--- config.mk ---
export PLATFORM = sky130hd
export DESIGN_NAME = latency_histogram_percentile_flat
export DESIGN_NICKNAME = d
export VERILOG_FILES = /design/src/hdl/lhp_pkg.sv /design/src/hdl/lhp_req_if.sv /design/src/hdl/latency_histogram_percentile.sv /design/src/hdl/lhp_bucket_ram.sv /design/src/hdl/lhp_ms_div.sv /design/src/hdl/lhp_stats.sv /design/src/flat_wrapper.sv
export SDC_FILE = /design/constraint.sdc
export NUM_CORES = 2
export LEC_CHECK = 0
export BUFFER_PORTS_ARGS = -buffer_cell sky130_fd_sc_hd__buf_2
export CAP_MARGIN = 15
export CORE_MARGIN = 5
export CORE_UTILIZATION = 45
export DETAILED_ROUTE_END_ITERATION = 8
export SYNTH_ARGS = -nofsm -noshare
export SYNTH_HDL_FRONTEND = slang
export SYNTH_SLANG_ARGS = --single-unit
--- constraint.sdc ---
create_clock -name clk -period 13.1 [get_ports clk]
set_clock_uncertainty 0.1 [all_clocks]
set_input_delay 0.655 -clock clk [delete_from_list [all_inputs] [get_ports clk]]
set_output_delay 0.655 -clock clk [all_outputs]
set_load 0.03 [all_outputs]
--- src/hdl/lhp_pkg.sv ---
// Shared constants and types for the latency histogram block.
package lhp_pkg;

    localparam int NS_W     = 40;
    localparam int PCT_W    = 7;
    localparam int BIDX_W   = 5;
    localparam int COUNT_W  = 40;
    localparam int SUM_W    = 64;
    localparam int PEAK_W   = 40;
    localparam int BCNT_W   = 32;
    localparam int PROD_W   = COUNT_W + PCT_W;

    localparam int BUCKETS_DEF = 32;

    localparam longint unsigned NS_PER_MS = 64'd1000000;
    localparam int unsigned     PCT_SCALE = 100;

    localparam logic MODE_RECORD = 1'b0;
    localparam logic MODE_QUERY  = 1'b1;

    typedef enum logic [2:0] {
        ST_CLEAR,
        ST_IDLE,
        ST_DIV,
        ST_READ,
        ST_SCAN,
        ST_UPDATE,
        ST_DONE
    } lhp_state_t;

endpackage

--- src/hdl/lhp_req_if.sv ---
// Request and response channel interfaces of the latency histogram.
interface lhp_req_if import lhp_pkg::*; ();
    logic              valid;
    logic              ready;
    logic              mode;
    logic [NS_W-1:0]   duration_ns;
    logic [PCT_W-1:0]  percent;

    modport source (output valid, mode, duration_ns, percent, input ready);
    modport sink   (input valid, mode, duration_ns, percent, output ready);
endinterface

interface lhp_rsp_if import lhp_pkg::*; ();
    logic               valid;
    logic               ready;
    logic [BIDX_W-1:0]  bucket_index;
    logic [COUNT_W-1:0] sample_count;
    logic [SUM_W-1:0]   total_elapsed;
    logic [PEAK_W-1:0]  max_elapsed;

    modport source (output valid, bucket_index, sample_count, total_elapsed, max_elapsed,
                    input ready);
    modport sink   (input valid, bucket_index, sample_count, total_elapsed, max_elapsed,
                    output ready);
endinterface

--- src/hdl/latency_histogram_percentile.sv ---
// Latency histogram with millisecond buckets and a percentile query. After reset the block
// clears its bucket memory, one bucket a cycle, with req.ready low. It then works on one
// item at a time and takes a new beat only while idle. A record beat goes through the
// reciprocal divide by one million, then a read and a write of its bucket, then a load of
// the output register. A query beat walks the bucket memory through its single read port,
// one bucket a cycle: it starts the read, sums one bucket at a time until the percentile
// is reached or the last bucket is passed, then loads the output register. The result waits
// in an output register, so a new beat is taken while the last one is pending; a stalled
// response holds the block before it loads the next result.
module latency_histogram_percentile import lhp_pkg::*; #(
    parameter int BUCKETS = BUCKETS_DEF
) (
    input  logic          clk,
    input  logic          rst_n,
    lhp_req_if.sink       req,
    lhp_rsp_if.source     rsp
);

    localparam int IDX_W = $clog2(BUCKETS);
    // Running sum of bucket counts, scaled by the percent scale.
    localparam int ACC_W = BCNT_W + PCT_W + IDX_W;
    localparam int CMP_W = (ACC_W > PROD_W) ? ACC_W : PROD_W;
    localparam logic [IDX_W-1:0] LAST = IDX_W'(BUCKETS - 1);

    lhp_state_t          state_reg, state_next;
    logic [IDX_W-1:0]    idx_reg, idx_next;
    logic [IDX_W-1:0]    slot_reg, slot_next;
    logic                mode_reg, mode_next;
    logic [PROD_W-1:0]   tgt_reg, tgt_next;
    logic [CMP_W-1:0]    acc_reg, acc_next;

    logic                out_valid_reg, out_valid_next;
    logic [BIDX_W-1:0]   out_idx_reg;
    logic [COUNT_W-1:0]  out_count_reg;
    logic [SUM_W-1:0]    out_sum_reg;
    logic [PEAK_W-1:0]   out_peak_reg;
    logic                out_load;

    logic                accept;
    logic                div_start;
    logic                div_done;
    logic [IDX_W-1:0]    div_q;

    logic                ram_we;
    logic [IDX_W-1:0]    ram_waddr;
    logic [BCNT_W-1:0]   ram_wdata;
    logic [IDX_W-1:0]    ram_raddr;
    logic [BCNT_W-1:0]   ram_rdata;

    logic [COUNT_W-1:0]  count;
    logic [SUM_W-1:0]    sum;
    logic [PEAK_W-1:0]   peak;

    logic [CMP_W-1:0]    acc_sum;
    logic                hit;

    assign req.ready = (state_reg == ST_IDLE);
    assign accept    = req.valid && req.ready;
    assign div_start = accept && (req.mode == MODE_RECORD);

    // Running sum times 100 reaches count * percent exactly when the running sum
    // reaches the rounded-up target.
    assign acc_sum = CMP_W'(acc_reg + CMP_W'(ram_rdata) * CMP_W'(PCT_SCALE));
    assign hit     = (acc_sum >= CMP_W'(tgt_reg));

    lhp_bucket_ram #(
        .BUCKETS (BUCKETS)
    ) u_ram (
        .clk   (clk),
        .we    (ram_we),
        .waddr (ram_waddr),
        .wdata (ram_wdata),
        .raddr (ram_raddr),
        .rdata (ram_rdata)
    );

    lhp_ms_div #(
        .BUCKETS (BUCKETS)
    ) u_div (
        .clk      (clk),
        .rst_n    (rst_n),
        .start    (div_start),
        .ns       (req.duration_ns),
        .done     (div_done),
        .quotient (div_q)
    );

    lhp_stats u_stats (
        .clk    (clk),
        .rst_n  (rst_n),
        .record (div_start),
        .ns     (req.duration_ns),
        .count  (count),
        .sum    (sum),
        .peak   (peak)
    );

    always_comb
    begin
        state_next     = state_reg;
        idx_next       = idx_reg;
        slot_next      = slot_reg;
        mode_next      = mode_reg;
        tgt_next       = tgt_reg;
        acc_next       = acc_reg;
        ram_we         = 1'b0;
        ram_waddr      = idx_reg;
        ram_wdata      = '0;
        ram_raddr      = idx_reg;
        out_load       = 1'b0;
        out_valid_next = out_valid_reg;

        if (rsp.valid && rsp.ready)
        begin
            out_valid_next = 1'b0;
        end

        case (state_reg)
            ST_CLEAR:
            begin
                ram_we   = 1'b1;
                idx_next = IDX_W'(idx_reg + 1'b1);
                if (idx_reg == LAST)
                begin
                    idx_next   = '0;
                    state_next = ST_IDLE;
                end
            end
            ST_IDLE:
            begin
                if (accept)
                begin
                    mode_next = req.mode;
                    if (req.mode == MODE_RECORD)
                    begin
                        state_next = ST_DIV;
                    end
                    else
                    begin
                        tgt_next   = PROD_W'(PROD_W'(count) * PROD_W'(req.percent));
                        acc_next   = '0;
                        idx_next   = '0;
                        state_next = ST_READ;
                    end
                end
            end
            ST_DIV:
            begin
                if (div_done)
                begin
                    idx_next   = div_q;
                    state_next = ST_READ;
                end
            end
            ST_READ:
            begin
                if (mode_reg == MODE_QUERY)
                begin
                    state_next = ST_SCAN;
                end
                else
                begin
                    state_next = ST_UPDATE;
                end
            end
            ST_UPDATE:
            begin
                ram_we = 1'b1;
                if (ram_rdata == {BCNT_W{1'b1}})
                begin
                    ram_wdata = ram_rdata;
                end
                else
                begin
                    ram_wdata = BCNT_W'(ram_rdata + 1'b1);
                end
                slot_next  = idx_reg;
                state_next = ST_DONE;
            end
            ST_SCAN:
            begin
                // Fetch the next bucket while the current one is summed.
                if (idx_reg == LAST)
                begin
                    ram_raddr = '0;
                end
                else
                begin
                    ram_raddr = IDX_W'(idx_reg + 1'b1);
                end
                acc_next = acc_sum;
                idx_next = IDX_W'(idx_reg + 1'b1);
                if (hit)
                begin
                    slot_next  = idx_reg;
                    state_next = ST_DONE;
                end
                else if (idx_reg == LAST)
                begin
                    slot_next  = '0;
                    state_next = ST_DONE;
                end
            end
            ST_DONE:
            begin
                if (!out_valid_reg || rsp.ready)
                begin
                    out_load       = 1'b1;
                    out_valid_next = 1'b1;
                    state_next     = ST_IDLE;
                end
            end
            default:
            begin
                state_next = ST_IDLE;
            end
        endcase
    end

    always_ff @(posedge clk or negedge rst_n)
    begin
        if (!rst_n)
        begin
            state_reg     <= ST_CLEAR;
            idx_reg       <= '0;
            out_valid_reg <= 1'b0;
        end
        else
        begin
            state_reg     <= state_next;
            idx_reg       <= idx_next;
            out_valid_reg <= out_valid_next;
        end
    end

    always_ff @(posedge clk)
    begin
        slot_reg <= slot_next;
        mode_reg <= mode_next;
        tgt_reg  <= tgt_next;
        acc_reg  <= acc_next;
        if (out_load)
        begin
            out_idx_reg   <= BIDX_W'(slot_reg);
            out_count_reg <= count;
            out_sum_reg   <= sum;
            out_peak_reg  <= peak;
        end
    end

    assign rsp.valid         = out_valid_reg;
    assign rsp.bucket_index  = out_idx_reg;
    assign rsp.sample_count  = out_count_reg;
    assign rsp.total_elapsed = out_sum_reg;
    assign rsp.max_elapsed   = out_peak_reg;

endmodule

--- src/hdl/lhp_bucket_ram.sv ---
// Bucket counter memory: one write port, one read port with registered data.
module lhp_bucket_ram import lhp_pkg::*; #(
    parameter int BUCKETS = BUCKETS_DEF
) (
    input  logic                       clk,
    input  logic                       we,
    input  logic [$clog2(BUCKETS)-1:0] waddr,
    input  logic [BCNT_W-1:0]          wdata,
    input  logic [$clog2(BUCKETS)-1:0] raddr,
    output logic [BCNT_W-1:0]          rdata
);

    logic [BCNT_W-1:0] mem [BUCKETS];
    logic [BCNT_W-1:0] rdata_reg;

    always_ff @(posedge clk)
    begin
        if (we)
        begin
            mem[waddr] <= wdata;
        end
    end

    always_ff @(posedge clk)
    begin
        rdata_reg <= mem[raddr];
    end

    assign rdata = rdata_reg;

endmodule

--- src/hdl/lhp_ms_div.sv ---
// Bucket number of a duration by reciprocal multiplication, clamped to the last bucket.
module lhp_ms_div import lhp_pkg::*; #(
    parameter int BUCKETS = BUCKETS_DEF
) (
    input  logic                       clk,
    input  logic                       rst_n,
    input  logic                       start,
    input  logic [NS_W-1:0]            ns,
    output logic                       done,
    output logic [$clog2(BUCKETS)-1:0] quotient
);

    localparam int              IDX_W   = $clog2(BUCKETS);
    localparam longint unsigned LIMIT   = longint'(BUCKETS) * NS_PER_MS;
    // Every duration below the clamp limit fits in DIV_N bits for any allowed bucket count.
    localparam int              DIV_N   = 30;
    localparam int              SHIFT   = DIV_N + 20;
    // The rounded-up reciprocal errs by less than 2^(SHIFT-DIV_N), so the quotient is exact
    // for every dividend below 2^DIV_N.
    localparam longint unsigned RECIP   = ((64'd1 << SHIFT) + NS_PER_MS - 64'd1) / NS_PER_MS;
    localparam int              RECIP_W = 31;
    localparam int              MUL_W   = DIV_N + RECIP_W;

    logic [DIV_N-1:0] ns_reg;
    logic             over_reg;
    logic             busy_reg;
    logic             done_reg;
    logic [IDX_W-1:0] q_reg;
    logic [MUL_W-1:0] product;

    assign product = MUL_W'(ns_reg) * MUL_W'(RECIP_W'(RECIP));

    always_ff @(posedge clk or negedge rst_n)
    begin
        if (!rst_n)
        begin
            busy_reg <= 1'b0;
            done_reg <= 1'b0;
        end
        else
        begin
            busy_reg <= start;
            done_reg <= busy_reg;
        end
    end

    always_ff @(posedge clk)
    begin
        if (start)
        begin
            ns_reg   <= DIV_N'(ns);
            over_reg <= (64'(ns) >= LIMIT);
        end
        if (busy_reg)
        begin
            // Anything at or past the last bucket's upper edge is clamped.
            if (over_reg)
            begin
                q_reg <= IDX_W'(BUCKETS - 1);
            end
            else
            begin
                q_reg <= IDX_W'(product >> SHIFT);
            end
        end
    end

    assign done     = done_reg;
    assign quotient = q_reg;

endmodule

--- src/hdl/lhp_stats.sv ---
// Running sample count, wrapping duration sum and peak duration.
module lhp_stats import lhp_pkg::*; (
    input  logic               clk,
    input  logic               rst_n,
    input  logic               record,
    input  logic [NS_W-1:0]    ns,
    output logic [COUNT_W-1:0] count,
    output logic [SUM_W-1:0]   sum,
    output logic [PEAK_W-1:0]  peak
);

    logic [COUNT_W-1:0] count_reg;
    logic [SUM_W-1:0]   sum_reg;
    logic [PEAK_W-1:0]  peak_reg;

    always_ff @(posedge clk or negedge rst_n)
    begin
        if (!rst_n)
        begin
            count_reg <= '0;
            sum_reg   <= '0;
            peak_reg  <= '0;
        end
        else if (record)
        begin
            if (count_reg != {COUNT_W{1'b1}})
            begin
                count_reg <= COUNT_W'(count_reg + 1'b1);
            end
            sum_reg <= SUM_W'(sum_reg + SUM_W'(ns));
            if (PEAK_W'(ns) > peak_reg)
            begin
                peak_reg <= PEAK_W'(ns);
            end
        end
    end

    assign count = count_reg;
    assign sum   = sum_reg;
    assign peak  = peak_reg;

endmodule

--- src/flat_wrapper.sv ---
// flat-port wrapper written by rule: the top's interface ports become plain ports
module latency_histogram_percentile_flat import lhp_pkg::*;
#(
    parameter int BUCKETS = BUCKETS_DEF
)
  (clk, rst_n, req_valid, req_mode, req_duration_ns, req_percent, req_ready, rsp_valid, rsp_bucket_index, rsp_sample_count, rsp_total_elapsed, rsp_max_elapsed, rsp_ready);
  lhp_req_if req_i ();
  lhp_rsp_if rsp_i ();
  input  logic clk;
  input  logic rst_n;
  input wire logic [$bits(req_i.valid)-1:0] req_valid;
  input wire logic [$bits(req_i.mode)-1:0] req_mode;
  input wire logic [$bits(req_i.duration_ns)-1:0] req_duration_ns;
  input wire logic [$bits(req_i.percent)-1:0] req_percent;
  output wire logic [$bits(req_i.ready)-1:0] req_ready;
  output wire logic [$bits(rsp_i.valid)-1:0] rsp_valid;
  output wire logic [$bits(rsp_i.bucket_index)-1:0] rsp_bucket_index;
  output wire logic [$bits(rsp_i.sample_count)-1:0] rsp_sample_count;
  output wire logic [$bits(rsp_i.total_elapsed)-1:0] rsp_total_elapsed;
  output wire logic [$bits(rsp_i.max_elapsed)-1:0] rsp_max_elapsed;
  input wire logic [$bits(rsp_i.ready)-1:0] rsp_ready;
  assign req_i.valid = req_valid;
  assign req_i.mode = req_mode;
  assign req_i.duration_ns = req_duration_ns;
  assign req_i.percent = req_percent;
  assign req_ready = req_i.ready;
  assign rsp_valid = rsp_i.valid;
  assign rsp_bucket_index = rsp_i.bucket_index;
  assign rsp_sample_count = rsp_i.sample_count;
  assign rsp_total_elapsed = rsp_i.total_elapsed;
  assign rsp_max_elapsed = rsp_i.max_elapsed;
  assign rsp_i.ready = rsp_ready;
  latency_histogram_percentile #(.BUCKETS(BUCKETS)) u_core (.clk(clk), .rst_n(rst_n), .req(req_i), .rsp(rsp_i));
endmodule
==> impl_results.md <==
* Share of the synthesized area in the top cell type at 45.3%
* DRC errors left at 0
* Fin crit share at between 60% and 70%
* Area grow syn2layout at 11.2%
* Max reg flops at between 1,000 and 1,500
* Cts hold-fix bufs at 29
* Initial DRT Pass Iterations at 8
* Category of the most critical setup path: flip-flop to flip-flop
* Nets at 8,022
* CP Data Arrival Time at 8.71 ns
* DR WL/cell at 24.0 um
* GRT met2 Usage at 37.9%
* Share of cells above drive strength 1 at 12.4%
* TritonCTS clock tree: done
* Root Driver: clkbuf_16
* Worst-Margin Slew at 1.16 ns
* Vias in the first global route at approximately 55,000
* Final setup viols at 0
* Synth Flop Type: edfxtp_1
* Layout fillers at 16,400
* Num rows at approximately 160
* IO Count at 203
* Post-CTS Resized at 0
* Vias at 52,600
* Async set or reset register ratio after synthesis at 10.4%
* Post-route ant nets at 0
* RSZ-0062 raised after global routing: no
* Max-slew headroom at between 20% and 30%
* Htree depth at 4
* Critical path's slowest cell: fa_1
* Area fraction in compound gates after synthesis at 5.36%
* Num Clock Sinks at 1,494
* Clock transition at path regs at 0.06 ns
* Post-Synthesis Cells at 6,554
* Flops & latches, synth at 1,494
* Finished Layout Cells at 9,473
* Setup Buffers After CTS at 0
* Die height at 449 um
* CTS max path bufs at 3
* Largest family of logic cells by synthesized area: adder cells
* Syn Std Cell Area at 86,600 um2
* First-pass GRT wire length at 345,000 um
* Critical Path Max Stage Delay at 0.54 ns
* CTS buffer count at roughly 160
* Sequential element share of the synthesized area at 50.5%
* Die area at between 200,000 and 250,000 um2
* Largest net degree at the start of global routing at ~130
* Synth top area cells: edfxtp_1, fa_1, ha_1
* DRT iter0 DRCs at 4,220
* Synth Area in XOR/XNOR at roughly 2.5%
* Final Hold Violating Endpoints at 0
* Syn avg cell area at 13.2 um2
* Adder-Cell Fraction of Synth Area at 21.3%
* Worst EP required at 13.52 ns
* Top cell by count, worst path: a21oi_1
* F_max at 121 MHz
* Synth top cells by count: edfxtp_1, inv_1, nand2_1, ha_1, fa_1
* Syn nets at 7,762
* DIE WIDTH at about 450 um
* Dpl hpwl at ~150,000 um
* Post-synth EDFFs at 1,307
* Core ar. at ~190,000 um2
* IO buf count at 202
* Met3 Use GR at 3.30%
* Crit Path Max Fanout at 7
* DP Cell Count at 9,145
* GRT busiest layer: met2
* DR vias/cell at 5.56
* Fin Hold WS at 0.0500 ns
* Ys Warns at 0
* Hold Path Class: input port to flip-flop
* Critical Path Sink Type: flip-flop
* Total of max-cap violations at 0
* Met1 Usage GRT at 31.0%
* Simple-gate share of the synthesized area at 8.18%
* Crit path time final at between 8 and 9 ns
* Status: completed
* Setup crit start kind: flip-flop
* Clk_lat worst skew at 0.85 ns
* Mux share of post-synthesis cell area at between 7 and 8%
* Most common cell in the netlist: edfxtp_1
* Global Route Usage Sum at 22.5%
* Cell variety after synth at 93
* Global route overflow at 0
* Max-slew violations at 0
* Starting Density at 45.1%
* Routability cong. at 0.902
* Synth area leader: edfxtp_1
* Detailed Route WL at 227,000 um
* Final setup TNS at 0 ns
* Initial antenna violation count at 6
==> metrics by stage <==
step	setup slack, ns	instance area, um2	utilization, %
2_1_floorplan	5.71	86600	-
3_3_place_gp	4.96	90900	47.3
3_5_place_dp	4.78	90900	47.3
4_1_cts	4.75	96200	50.1
5_1_grt	4.23	96300	50.2
6_report	4.81	96300	50.2
==> layer usage <==
metal	up-vias	routed length [um]
li1	23700	-
met5	-	11
met3	273	12500
met4	2	5850
met2	1463	111000
met1	27200	98000
==> critical path: cells and delay by family (launching register included) <==
kind                       cells  cell delay, ns
and+or+nand+nor                3            0.24
AOI/OAI and AO/OA             22            4.62
adders and majority gates      6            2.09
DFF                            1            0.47
xor gates and xnor gates       1            0.14
muxes                          1            0.24
buffers and inverters          2            0.09
==> final cells by class <==
type	instances	area [um2]	share of cell area, %
clock inverters	84	810	0.841
flip-flops and latches	1494	43800	45.5
multi-input cells	3964	39000	40.5
repair buffers	322	2090	2.17
diodes	3	7.51	0.00780
well taps	2526	3160	3.28
inverters	874	3280	3.41
clock buffers	206	4200	4.36
==> logic make-up (layout without fill, tap and decap cells) <==
logic type,count (synthesis),in the layout
buffers and inverters,1096,1486
XOR/XNOR,243,243
AO/OA/AOI/OAI,719,719
multiplexers,307,307
flip-flops,1494,1494
adder cells (fa/ha/maj),1156,1156
AND/OR/NAND/NOR,1539,1539
other,0,3
==> worst paths after layout <==
kind	from	endpoint	depth (start not counted)	slack, ns
hold / removal	req_duration_ns[38]	u_core.u_stats.peak[38]	2	0.05
setup reg to reg	u_core.u_ram.rdata[6]	u_core.slot_reg[4]	35	4.81
min in group asynchronous	rst_n	u_core.u_stats.count[13]	2	0.29
max in group asynchronous	rst_n	u_core.u_stats.peak[34]	3	11.30
hold reg to reg	u_core.slot_reg[4]	u_core.rsp.bucket_index[4]	0	0.32
setup / recovery	u_core.u_ram.rdata[6]	u_core.slot_reg[4]	35	4.81
==> placed cells by master, fill, tap and decap left out, drive strengths merged, types with 8 or more instances in the layout <==
master | Yosys | layout
edfxtp | 1307 | 1307
inv | 873 | 880
nand2 | 719 | 719
ha | 628 | 628
fa | 528 | 528
buf | 73 | 293
nand3 | 262 | 262
mux4 | 256 | 256
clkbuf | 149 | 206
a21oi | 190 | 190
nor2 | 190 | 190
o21ai | 183 | 183
xnor2 | 165 | 165
dfrtp | 155 | 155
a21o | 109 | 109
and2 | 99 | 99
xor2 | 78 | 78
clkinv | 1 | 66
nand4 | 65 | 65
mux2 | 41 | 41
nor3 | 40 | 40
and3 | 35 | 35
a211oi | 35 | 35
nor2b | 32 | 32
dfxtp | 32 | 32
a31oi | 30 | 30
dlygate4sd3 | 0 | 29
o21bai | 27 | 27
nand2b | 25 | 25
o21a | 19 | 19
or3 | 18 | 18
o211ai | 15 | 15
nor4 | 14 | 14
o31ai | 13 | 13
a221oi | 11 | 11
mux2i | 10 | 10
or2 | 10 | 10
and4 | 9 | 9
clkinvlp | 0 | 9
a21boi | 8 | 8
Power is not shown: default switching activity piles up to over one toggle a cycle in this logic, so the estimate is an artifact.
